`config.mk`:
```
export PLATFORM = sky130hd
export DESIGN_NAME = kmp_stream_pattern_matcher
export DESIGN_NICKNAME = d
export VERILOG_FILES = /design/src/hdl/kmp_pkg.sv /design/src/hdl/kmp_failure_table.sv /design/src/hdl/kmp_byte_compare.sv /design/src/hdl/kmp_stream_pattern_matcher.sv
export SDC_FILE = /design/constraint.sdc
export NUM_CORES = 1
export LEC_CHECK = 0
export BUFFER_PORTS_ARGS = -buffer_cell sky130_fd_sc_hd__buf_4
export CELL_PAD_IN_SITES_DETAIL_PLACEMENT = 0
export CELL_PAD_IN_SITES_GLOBAL_PLACEMENT = 2
export CORE_MARGIN = 3
export CORE_UTILIZATION = 45
export CTS_BUF_LIST = sky130_fd_sc_hd__clkbuf_4
export CTS_CLUSTER_DIAMETER = 100
export DETAILED_ROUTE_END_ITERATION = 8
export HOLD_SLACK_MARGIN = 0.06
export MAX_ROUTING_LAYER = met4
export PLACE_DENSITY_LB_ADDON = 0.1
export SETUP_SLACK_MARGIN = 0.3
export SLEW_MARGIN = 10
export SYNTH_ARGS = -nofsm -noshare
export SYNTH_HDL_FRONTEND = slang
export SYNTH_SLANG_ARGS = --single-unit
```
`constraint.sdc`:
```
create_clock -name clk -period 15.7 [get_ports clk]
set_input_delay 2.355 -clock clk [delete_from_list [all_inputs] [get_ports clk]]
set_output_delay 2.355 -clock clk [all_outputs]
set_load 0.02 [all_outputs]
```
`src/hdl/kmp_pkg.sv`:
```
// ----------------------------------------------------------------------------
// kmp_pkg
// shared types, widths and codes of the streaming kmp pattern matcher
// ----------------------------------------------------------------------------
package kmp_pkg;

    localparam int PATTERN_MAX = 16;
    localparam int IDX_W       = $clog2(PATTERN_MAX);
    localparam int LEN_W       = $clog2(PATTERN_MAX + 1);
    localparam int BYTE_W      = 8;
    localparam int COUNT_W     = 32;
    localparam int CFG_W       = 64;
    localparam int CFG_IDX_W   = 2;

    localparam logic [COUNT_W-1:0]   COUNT_MAX = {COUNT_W{1'b1}};
    localparam logic [CFG_IDX_W-1:0] CFG_PAT_LOW  = 2'd0;
    localparam logic [CFG_IDX_W-1:0] CFG_PAT_HIGH = 2'd1;
    localparam logic [CFG_IDX_W-1:0] CFG_PAT_LEN  = 2'd2;

    typedef struct packed {
        logic [BYTE_W-1:0] text_byte;
        logic              restart;
    } text_t;

    typedef struct packed {
        logic               match_found;
        logic [COUNT_W-1:0] match_count;
        logic [LEN_W-1:0]   matched_length;
    } result_t;

    typedef enum logic [2:0] {
        ST_IDLE,
        ST_BUILD,
        ST_MATCH,
        ST_LINK,
        ST_EMIT
    } state_t;

    typedef struct packed {
        logic [IDX_W-1:0]  idx_a;
        logic [IDX_W-1:0]  idx_b;
        logic              use_text;
        logic [BYTE_W-1:0] text_byte;
    } cmp_req_t;

    typedef struct packed {
        logic             clear;
        logic             wr_en;
        logic [IDX_W-1:0] wr_addr;
        logic [LEN_W-1:0] wr_data;
        logic [IDX_W-1:0] rd_addr;
    } tbl_ctl_t;

endpackage

```
`src/hdl/kmp_failure_table.sv`:
```
// ----------------------------------------------------------------------------
// kmp_failure_table
// failure link storage with one write port, one read port and a full clear
// ----------------------------------------------------------------------------
module kmp_failure_table
    import kmp_pkg::*;
(
    input  logic             clk,
    input  logic             rst_n,
    input  tbl_ctl_t         ctl,
    output logic [LEN_W-1:0] rd_data
);

    logic [LEN_W-1:0] link_reg [PATTERN_MAX];

    always_ff @(posedge clk or negedge rst_n)
    begin
        if (!rst_n)
        begin
            for (int n = 0; n < PATTERN_MAX; n++)
            begin
                link_reg[n] <= '0;
            end
        end
        else if (ctl.clear)
        begin
            for (int n = 0; n < PATTERN_MAX; n++)
            begin
                link_reg[n] <= '0;
            end
        end
        else if (ctl.wr_en)
        begin
            link_reg[ctl.wr_addr] <= ctl.wr_data;
        end
    end

    assign rd_data = link_reg[ctl.rd_addr];

endmodule

```
`src/hdl/kmp_byte_compare.sv`:
```
// ----------------------------------------------------------------------------
// kmp_byte_compare
// shared compare unit: pattern byte against pattern byte or text byte
// ----------------------------------------------------------------------------
module kmp_byte_compare
    import kmp_pkg::*;
(
    input  logic [PATTERN_MAX*BYTE_W-1:0] pattern,
    input  cmp_req_t                      req,
    output logic                          equal
);

    logic [BYTE_W-1:0] byte_a;
    logic [BYTE_W-1:0] byte_b;

    always_comb
    begin
        byte_a = pattern[req.idx_a * BYTE_W +: BYTE_W];
        byte_b = req.use_text ? req.text_byte : pattern[req.idx_b * BYTE_W +: BYTE_W];
        equal  = (byte_a == byte_b);
    end

endmodule

```
`src/hdl/kmp_stream_pattern_matcher.sv`:
```
// ----------------------------------------------------------------------------
// kmp_stream_pattern_matcher
// streaming knuth-morris-pratt matcher with a sequenced shared byte compare
// ----------------------------------------------------------------------------
// sequence: accept in ST_IDLE, compare steps in ST_MATCH (one plus failure
//   links followed), ST_LINK on a full occurrence, then ST_EMIT for the result
// ST_EMIT waits while a held result is stalled; a new text byte is taken only in
//   ST_IDLE, once the previous result is registered
// a write to the low, high or length register rebuilds the failure table
// reset: pattern of one zero byte, table and count zero, ready at once
module kmp_stream_pattern_matcher
    import kmp_pkg::*;
(
    input  logic                 clk,
    input  logic                 rst_n,
    input  logic                 text_valid,
    output logic                 text_stall,
    input  text_t                text_data,
    output logic                 result_valid,
    input  logic                 result_stall,
    output result_t              result_data,
    input  logic                 cfg_write,
    input  logic [CFG_IDX_W-1:0] cfg_index,
    input  logic [CFG_W-1:0]     cfg_data
);

    state_t             state_reg, state_next;
    logic [CFG_W-1:0]   pat_low_reg, pat_low_next;
    logic [CFG_W-1:0]   pat_high_reg, pat_high_next;
    logic [LEN_W-1:0]   len_reg, len_next;
    logic [LEN_W-1:0]   i_reg, i_next;
    logic [LEN_W-1:0]   k_reg, k_next;
    logic [LEN_W-1:0]   q_reg, q_next;
    logic [LEN_W-1:0]   walk_reg, walk_next;
    logic [COUNT_W-1:0] count_reg, count_next;
    logic [BYTE_W-1:0]  c_reg, c_next;
    logic               found_reg, found_next;
    logic [LEN_W-1:0]   rep_reg, rep_next;
    logic               result_valid_reg, result_valid_next;
    result_t            result_data_reg, result_data_next;

    logic [LEN_W-1:0]   m;
    logic [LEN_W-1:0]   walk_start;
    logic [LEN_W-1:0]   step_len;
    logic               equal;
    logic [LEN_W-1:0]   rd_data;
    cmp_req_t           cmp_req;
    tbl_ctl_t           tbl_ctl;

    kmp_failure_table u_table (
        .clk     (clk),
        .rst_n   (rst_n),
        .ctl     (tbl_ctl),
        .rd_data (rd_data)
    );

    kmp_byte_compare u_compare (
        .pattern ({pat_high_reg, pat_low_reg}),
        .req     (cmp_req),
        .equal   (equal)
    );

    // active pattern length, clamped to one .. PATTERN_MAX
    always_comb
    begin
        if (len_reg == '0)
        begin
            m = LEN_W'(1);
        end
        else if (len_reg > LEN_W'(PATTERN_MAX))
        begin
            m = LEN_W'(PATTERN_MAX);
        end
        else
        begin
            m = len_reg;
        end
    end

    assign text_stall   = (state_reg != ST_IDLE);
    assign result_valid = result_valid_reg;
    assign result_data  = result_data_reg;

    always_ff @(posedge clk or negedge rst_n)
    begin
        if (!rst_n)
        begin
            state_reg        <= ST_IDLE;
            pat_low_reg      <= '0;
            pat_high_reg     <= '0;
            len_reg          <= LEN_W'(1);
            q_reg            <= '0;
            count_reg        <= '0;
            result_valid_reg <= 1'b0;
        end
        else
        begin
            state_reg        <= state_next;
            pat_low_reg      <= pat_low_next;
            pat_high_reg     <= pat_high_next;
            len_reg          <= len_next;
            q_reg            <= q_next;
            count_reg        <= count_next;
            result_valid_reg <= result_valid_next;
        end
    end

    always_ff @(posedge clk)
    begin
        i_reg           <= i_next;
        k_reg           <= k_next;
        walk_reg        <= walk_next;
        c_reg           <= c_next;
        found_reg       <= found_next;
        rep_reg         <= rep_next;
        result_data_reg <= result_data_next;
    end

    always_comb
    begin
        state_next        = state_reg;
        pat_low_next      = pat_low_reg;
        pat_high_next     = pat_high_reg;
        len_next          = len_reg;
        i_next            = i_reg;
        k_next            = k_reg;
        q_next            = q_reg;
        walk_next         = walk_reg;
        count_next        = count_reg;
        c_next            = c_reg;
        found_next        = found_reg;
        rep_next          = rep_reg;
        result_valid_next = result_valid_reg && result_stall;
        result_data_next  = result_data_reg;

        walk_start = text_data.restart ? '0 : q_reg;
        if (walk_start >= m)
        begin
            walk_start = '0;
        end
        step_len = '0;

        cmp_req.idx_a     = walk_reg[IDX_W-1:0];
        cmp_req.idx_b     = i_reg[IDX_W-1:0];
        cmp_req.use_text  = 1'b1;
        cmp_req.text_byte = c_reg;

        tbl_ctl.clear   = 1'b0;
        tbl_ctl.wr_en   = 1'b0;
        tbl_ctl.wr_addr = i_reg[IDX_W-1:0];
        tbl_ctl.wr_data = '0;
        tbl_ctl.rd_addr = IDX_W'(walk_reg - LEN_W'(1));

        case (state_reg)
            ST_IDLE:
            begin
                if (text_valid)
                begin
                    c_next    = text_data.text_byte;
                    walk_next = walk_start;
                    if (text_data.restart)
                    begin
                        count_next = '0;
                    end
                    state_next = ST_MATCH;
                end
            end
            ST_BUILD:
            begin
                cmp_req.idx_a    = k_reg[IDX_W-1:0];
                cmp_req.use_text = 1'b0;
                tbl_ctl.rd_addr  = IDX_W'(k_reg - LEN_W'(1));
                if (i_reg >= m)
                begin
                    state_next = ST_IDLE;
                end
                else if (k_reg != '0 && !equal)
                begin
                    k_next = rd_data;
                end
                else
                begin
                    step_len        = k_reg + LEN_W'(equal);
                    tbl_ctl.wr_en   = 1'b1;
                    tbl_ctl.wr_data = step_len;
                    k_next          = step_len;
                    i_next          = i_reg + LEN_W'(1);
                end
            end
            ST_MATCH:
            begin
                if (walk_reg != '0 && !equal)
                begin
                    walk_next = rd_data;
                end
                else
                begin
                    step_len = walk_reg + LEN_W'(equal);
                    rep_next = step_len;
                    if (step_len >= m)
                    begin
                        found_next = 1'b1;
                        if (count_reg != COUNT_MAX)
                        begin
                            count_next = count_reg + COUNT_W'(1);
                        end
                        state_next = ST_LINK;
                    end
                    else
                    begin
                        found_next = 1'b0;
                        q_next     = step_len;
                        state_next = ST_EMIT;
                    end
                end
            end
            ST_LINK:
            begin
                tbl_ctl.rd_addr = IDX_W'(m - LEN_W'(1));
                q_next          = rd_data;
                state_next      = ST_EMIT;
            end
            ST_EMIT:
            begin
                if (!result_valid_reg || !result_stall)
                begin
                    result_valid_next               = 1'b1;
                    result_data_next.match_found    = found_reg;
                    result_data_next.match_count    = count_reg;
                    result_data_next.matched_length = rep_reg;
                    state_next                      = ST_IDLE;
                end
            end
            default:
            begin
                state_next = ST_IDLE;
            end
        endcase

        // a write to the low, high or length register restarts the table build and drops the match state
        if (cfg_write && (cfg_index == CFG_PAT_LOW || cfg_index == CFG_PAT_HIGH
                          || cfg_index == CFG_PAT_LEN))
        begin
            case (cfg_index)
                CFG_PAT_LOW:  pat_low_next  = cfg_data;
                CFG_PAT_HIGH: pat_high_next = cfg_data;
                CFG_PAT_LEN:  len_next      = cfg_data[LEN_W-1:0];
                default:      len_next      = len_reg;
            endcase
            tbl_ctl.clear = 1'b1;
            tbl_ctl.wr_en = 1'b0;
            i_next        = LEN_W'(1);
            k_next        = '0;
            q_next        = '0;
            state_next    = ST_BUILD;
        end
    end

    a_accept_starts_match: assert property (@(posedge clk) disable iff (!rst_n)
        (text_valid && !text_stall && !cfg_write) |=> (state_reg == ST_MATCH))
        else $error("accepted transaction did not start the match walk");

    a_idle_state_in_range: assert property (@(posedge clk) disable iff (!rst_n)
        (state_reg == ST_IDLE) |-> (q_reg < m))
        else $error("stored match length not below pattern length");

    a_walk_in_range: assert property (@(posedge clk) disable iff (!rst_n)
        (state_reg == ST_MATCH) |-> (walk_reg < m))
        else $error("match walk left the pattern");

    a_build_order: assert property (@(posedge clk) disable iff (!rst_n)
        (state_reg == ST_BUILD) |-> (k_reg < i_reg))
        else $error("failure table build lost prefix order");

endmodule
```
==> reports/metrics.cfg, run 1 <==
[synth]
syn_nets=1534
avgSynthCellArea_um2=12.4
synth_common_cells=dfrtp_1 (253), nand2_1 (166), mux2i_1 (136), mux2_2 (135), mux4_2 (86)
synth_edf_count=57
async_flop_share_pct=79.1
ys_warn_count=0
netlist.area_leader.share_pct=35.8
yosysMostFrequentCell=dfrtp_1
netlist_instances=1429
yosys_register_bits=321
yosys.cell_types.count=79
ys.flop_type=dfrtp_1
yosysSeqAreaShare_pct=46.7
syn_area_mm2=0.0177
synthTopCellsByArea=dfrtp_1 (36%), mux4_2 (11%), edfxtp_1 (9.7%)
synth_top_area_cell=dfrtp_1

[setup_path]
crit_required_ns=16.33
r2r_start=state_reg[1]$_DFFE_PN0P_
worst-path-max-fanout=44
crit_path_end_kind=register
reg2reg_to=count_reg[12]$_DFFE_PN0P_
arrival_ns=7.78
r2r_slack_ns=8.55
r2r_cells=23
startpoint_type=register
crit_type=register to register

[routing]
drt-total-wl_um=47300
antenna_left=0
vias=12610
drcViolationCount=0
dr.pass1.iters=5
drtIter0Drc=949
routedWlPerCell_um=22.2
drt-vias-per-instance=5.92

[global_route]
grt_max_degree=98
grt_pass1_vias=12869
globalRouteOverflowTotal=0
grt_pass1_wl_um=75200
antenna_found_initial=2
gr-usage-all-layers_pct=23.9

[clock_network]
clk_pin_slew_ns=0.06
cts_sinks=321
cts_setup_buffers=0
cts_buffers=89
clockBufferDepth=3
clock_latency_ns=0.76
ctsHoldBuffers=0
cts_tree=done
htree_levels=3
cts-root-buf=clkbuf_4
cts_resized=0

[die]
pin_count=120
initial_core_util_pct=46.3
die-area_mm2=0.0417
die_w_um=204
rows=71
core-area_mm2=0.0382
chipHeight_um=204

[finish]
largest_register_ffs=80
syn_to_final_growth_pct=13.6
multiInputGateArea_mm2=0.00881
fin_cells=2130
regArea_mm2=0.00827
drive_above_1_share_pct=33.8
final_nets=1657
nFillCells=3389

[worst_hold_path]
hold_start=rep_reg[3]$_DFFE_PP_
min_delay_path_depth=0
holdPathEnd=result_data[3]$_DFFE_PP_
hold_path.class=register to register

[place]
dp_slack_ns=8.62
port_buffers=119
gp_congestion=0.795
dp_hpwl_um=30700
dp_cells=1971

[sta]
post-route-period-util_pct=45.5
clock.fmax_ghz=0.140
drv_slew=0
hold_viol_final=0
fin_worst_skew_ns=0.0333
tns_ns=0
relSlewSlack_pct=24.6
tightestPinTransition_ns=1.13
setup_violations=0
rsz0062_at_grt=false
setup_ws_ns=8.55
fin_crit_ns=7.15

[run]
drv_cap=0

[pwr]
power.leakage_nw=8.45
powerDensity_mw_per_mm2=153
max-vdd-ir-drop_mv=0.0888

[status]
outcome=completed

layout make-up:
class	count	area share, %
antenna	2	0.0249
clock buffer	139	5.19
clock inverter	17	0.454
inverter	29	0.542
multi-input combinational	963	43.8
sequential	321	41.2
tap	511	3.18
timing repair buffer	148	5.63
kinds of logic after synthesis:
logic type,synth area share (%)
XOR/XNOR,0.693
buffers and inverters,3.76
flip-flops,46.7
AND/OR/NAND/NOR,10.7
multiplexers,27.5
adder cells (fa/ha/maj),1.77
AO/OA/AOI/OAI,8.75
critical path, cell delays in order (launching register included):
cell and delay (ns):
dfrtp_1 0.57, or3b_2 0.53, buf_4 0.32, a21oi_4 0.47, mux4_2 0.56, a211oi_1 0.26, a311oi_1 0.09, or3b_1 0.43
a2111o_1 0.51, nor2_1 0.44, ha_1 0.27, ha_1 0.27, ha_1 0.29, a21o_1 0.17, a21o_1 0.18, a21oi_1 0.15
nor2_1 0.06, nor2_1 0.18, inv_1 0.08, nand2_1 0.14, a22o_1 0.36, buf_4 0.36, o311ai_0 0.17, o41ai_1 0.09
power by group:
part           internal, mW  leakage [nW]  switching (mW)  total (mW)
registers             0.969          3.83           0.134        1.10
logic                 0.520          3.93           0.684        1.20
clock network         0.415         0.686           0.356       0.771
total                  1.90          8.45            1.17        3.08
metal layers:
layer | routed length [um] | vias up | part of all wire (%) | GRT usage, %
met2 | 21600 | 311 | 46 | 35.2
met3 | 2070 | 78 | 4.4 | 4.44
met5 | 0 | - | 0 | -
met1 | 22700 | 6474 | 48 | 34.1
li1 | - | 5747 | - | -
met4 | 947 | 0 | 2.0 | 6.64
worst max-delay path by stage:
stage	startpoint	to	slack (ns)	cells after the start
floorplan	state_reg[2]$_DFFE_PN0P_	count_reg[16]$_DFFE_PN0P_	9.99	24
global placement	state_reg[1]$_DFFE_PN0P_	count_reg[12]$_DFFE_PN0P_	8.86	23
detailed placement	state_reg[1]$_DFFE_PN0P_	count_reg[12]$_DFFE_PN0P_	8.62	23
CTS	state_reg[1]$_DFFE_PN0P_	count_reg[12]$_DFFE_PN0P_	8.57	23
global route	state_reg[1]$_DFFE_PN0P_	count_reg[13]$_DFFE_PN0P_	8.06	23
finish	state_reg[1]$_DFFE_PN0P_	count_reg[12]$_DFFE_PN0P_	8.55	23
stage by stage:
| step | total power [mW] | hold WS (ns) | area [um2] | utilization [%] |
|---|---|---|---|---|
| after detailed placement | 2.32 | 0.432 | 18900 | 49.6 |
| after floorplan | 1.99 | 0.400 | 17700 | - |
| after global routing | 3.27 | 0.444 | 20100 | 52.6 |
| final | 3.08 | 0.422 | 20100 | 52.6 |
| after global placement | 2.30 | 0.409 | 18900 | 49.6 |
| after CTS | 3.11 | 0.437 | 20100 | 52.5 |
cells in the final DEF (no fill, tap or decap), types with 5 or more instances in the layout:
| master | n |
|---|---|
| nor4_1 | 7 |
| ha_1 | 25 |
| a32oi_1 | 6 |
| buf_4 | 146 |
| mux2i_1 | 135 |
| nand3_1 | 46 |
| a21oi_1 | 21 |
| xnor2_1 | 7 |
| and3_1 | 12 |
| dfxtp_1 | 8 |
| a22o_1 | 6 |
| a21o_1 | 9 |
| nor2_1 | 26 |
| and4_1 | 9 |
| a22oi_1 | 5 |
| nand4_1 | 5 |
| mux2_2 | 135 |
| a221o_1 | 7 |
| inv_1 | 29 |
| dfrtp_1 | 253 |
| o311ai_0 | 11 |
| o211ai_1 | 17 |
| nand2_1 | 165 |
| nor2b_1 | 16 |
| nand4_4 | 9 |
| xor2_1 | 7 |
| clkinv_1 | 13 |
| clkbuf_4 | 139 |
| and2_1 | 6 |
| or4_1 | 8 |
| nand2b_1 | 8 |
| a211oi_1 | 44 |
| edfxtp_1 | 57 |
| mux4_2 | 86 |
| a31oi_1 | 8 |
| o21ai_0 | 16 |
| o311a_1 | 5 |
| nor3_1 | 23 |
Note: power is estimated with default switching activity, not from simulation.
==> inputs of run 2 (changes only) <==
--- a/config.mk
+++ b/config.mk
@@ -9,7 +9,7 @@
 export CELL_PAD_IN_SITES_DETAIL_PLACEMENT = 0
 export CELL_PAD_IN_SITES_GLOBAL_PLACEMENT = 2
 export CORE_MARGIN = 3
-export CORE_UTILIZATION = 45
+export CORE_UTILIZATION = 44
 export CTS_BUF_LIST = sky130_fd_sc_hd__clkbuf_4
 export CTS_CLUSTER_DIAMETER = 100
 export DETAILED_ROUTE_END_ITERATION = 8
==> constraint.sdc (replaced) <==
create_clock -name clk -period 7.3 [get_ports clk]
set_input_delay 1.095 -clock clk [delete_from_list [all_inputs] [get_ports clk]]
set_output_delay 1.095 -clock clk [all_outputs]
set_load 0.02 [all_outputs]
==> reports/metrics.cfg, run 2 (same netlist as run 1, synthesis figures left out) <==
[setup_path]
crit_type=register to register
crit_path_end_kind=register
startpoint_type=register
worst-path-max-fanout=9  ; -80%
arrival_ns=7.14  ; -0.64 ns
crit_required_ns=7.97  ; -8.36 ns

[finish]
post-route-util_pct=51.8  ; -0.79 points
largest_register_ffs=80  ; unchanged
mostFrequentLayoutCells=dfrtp_1 (253), nand2_1 (165), buf_4 (150)
drive_above_1_share_pct=34.6  ; +0.81 points
syn_to_final_growth_pct=14.8
nFillCells=3555  ; +4.9%
final_nets=1666  ; +0.54%
final_common_cell=dfrtp_1
fin_area_mm2=0.0203  ; +1.0%

[place]
dp_hpwl_um=31100  ; +1.6%
gp_congestion=0.807  ; +1.5%
port_buffers=119  ; unchanged
dp_slack_ns=0.721  ; -7.89 ns
dpl_cell_area_mm2=0.0191  ; +0.63%

[clock_network]
cts_buffers=90  ; +1.1%
cts-root-buf=clkbuf_4
ctsHoldBuffers=0  ; unchanged
cts_setup_buffers=0  ; unchanged
cts_tree=done
clock_latency_ns=0.81  ; +0.05 ns
clockBufferDepth=3  ; unchanged
htree_levels=3  ; unchanged
cts_resized=0  ; unchanged
clk_pin_slew_ns=0.06  ; about the same
cts_sinks=321  ; unchanged

[routing]
drcViolationCount=0  ; unchanged
drt-total-wl_um=47700  ; +0.74%
vias=12620  ; +0.079%
drtIter0Drc=829  ; -13%
antenna_left=0  ; unchanged
routedWlPerCell_um=22.1  ; -0.48%
drt-vias-per-instance=5.85  ; -1.1%
dr.pass1.iters=5  ; unchanged

[worst_hold_path]
hold_path.class=primary input to asynchronous set/reset pin

[global_route]
grt_max_degree=154  ; +57%
globalRouteOverflowTotal=0  ; unchanged
antenna_found_initial=2  ; unchanged
grt_pass1_vias=12702  ; -1.3%
gr-usage-all-layers_pct=23.7  ; -0.21 points
grt_pass1_wl_um=75600  ; +0.49%

[status]
outcome=completed

[die]
die-area_mm2=0.0426  ; +2.2%
rows=72  ; +1.4%
initial_core_util_pct=45.1  ; -1.2 points
die_w_um=207  ; +1.1%
chipHeight_um=207  ; +1.1%
core-area_mm2=0.0392  ; +2.6%
pin_count=120  ; unchanged

[sta]
relSlewSlack_pct=22.5  ; -2.2 points
rsz0062_at_grt=false
hold_viol_final=0  ; unchanged
tightestPinTransition_ns=1.16  ; +0.0281 ns
fin_crit_ns=6.47  ; -0.681 ns
setup_violations=0  ; unchanged
setup_ws_ns=0.834  ; -7.72 ns
post-route-period-util_pct=88.6  ; +43 points
tns_ns=0  ; unchanged
clock.fmax_ghz=0.155  ; +11%
fin_worst_skew_ns=0.0487  ; +0.0154 ns
drv_slew=0  ; unchanged

[pwr]
max-vdd-ir-drop_mv=0.182  ; +110%
powerDensity_mw_per_mm2=333  ; +120%
power.leakage_nw=8.56  ; +1.3%

[run]
drv_cap=0  ; unchanged

## run 2: cell count changes in the layout (fill, tap and decap cells not counted), moves of 2 or more
| cell | change |
|---|---|
| diode_2 | +2 |
| buf_12 | +4 |
| buf_4 | +4 |
| clkbuf_4 | +7 |
| inv_2 | +2 |
## run 2: path summary, 6_finish.rpt
check | depth (start not counted) | startpoint | endpoint | slack [ns]
worst min register to register | 0 | rep_reg[3]$_DFFE_PP_ | result_data[3]$_DFFE_PP_ | 0.43
worst max-delay path | 23 | state_reg[0]$_DFFE_PN0P_ | count_reg[12]$_DFFE_PN0P_ | 0.83
max in group asynchronous | 2 | rst_n | u_table.link_reg[9]$_DFFE_PN0P_ | 5.57
worst min-delay path | 1 | rst_n | pat_low_reg[30]$_DFFE_PN0P_ | 0.32
min in group clk | 0 | rep_reg[3]$_DFFE_PP_ | result_data[3]$_DFFE_PP_ | 0.43
worst max register to register | 23 | state_reg[0]$_DFFE_PN0P_ | count_reg[12]$_DFFE_PN0P_ | 0.83
## run 2: power by group
group / internal, mW / total (mW) / leakage [nW] / switching (mW)
sequential: 2.08 / 2.40 / 3.83 / 0.316
combinational: 1.16 / 2.60 / 3.99 / 1.44
clock: 0.970 / 1.76 / 0.740 / 0.786
total: 4.21 / 6.76 / 8.56 / 2.54
## run 2: routing by layer
layer / global-route usage (%) / wire length (um)
met1: 33.9 / 22800
met2: 34.6 / 21600
met3: 4.71 / 2330
met4: 6.55 / 922
met5: - / 0
## run 2: area by class of cell
class | instances | area (um2) | share of cell area, %
clock inverter | 19 | 125 | 0.616
sequential | 321 | 8270 | 40.7
multi-input combinational | 963 | 8810 | 43.4
tap | 518 | 648 | 3.19
clock buffer | 146 | 1100 | 5.40
timing repair buffer | 156 | 1240 | 6.11
inverter | 29 | 109 | 0.536
antenna | 4 | 10.0 | 0.0493
## run 2: critical path, cell delays in order (launching register included)
cell and delay (ns):
dfrtp_1 0.48, or3b_2 0.55, a21oi_4 0.45, mux4_2 0.58, a211oi_1 0.24, a311oi_1 0.09, or3b_1 0.44, a2111o_1 0.51
nor2_1 0.11, buf_4 0.16, ha_1 0.18, ha_1 0.27, ha_1 0.29, a21o_1 0.12, a21o_1 0.12, a21oi_1 0.06
nor2_1 0.08, nor2_1 0.07, inv_1 0.07, nand2_1 0.14, a21oi_1 0.60, buf_4 0.30, nand3_1 0.12, o41ai_1 0.31
## run 2: stage by stage
stage / hold WS (ns) / cells / total power, mW
after global placement: 0.440 / 1986 / 5.01
after global routing: 0.288 / 2156 / 7.19
after floorplan: 0.400 / 1429 / 4.29
after CTS: 0.295 / 2151 / 6.83
after detailed placement: 0.418 / 1986 / 5.03
final: 0.316 / 2156 / 6.76
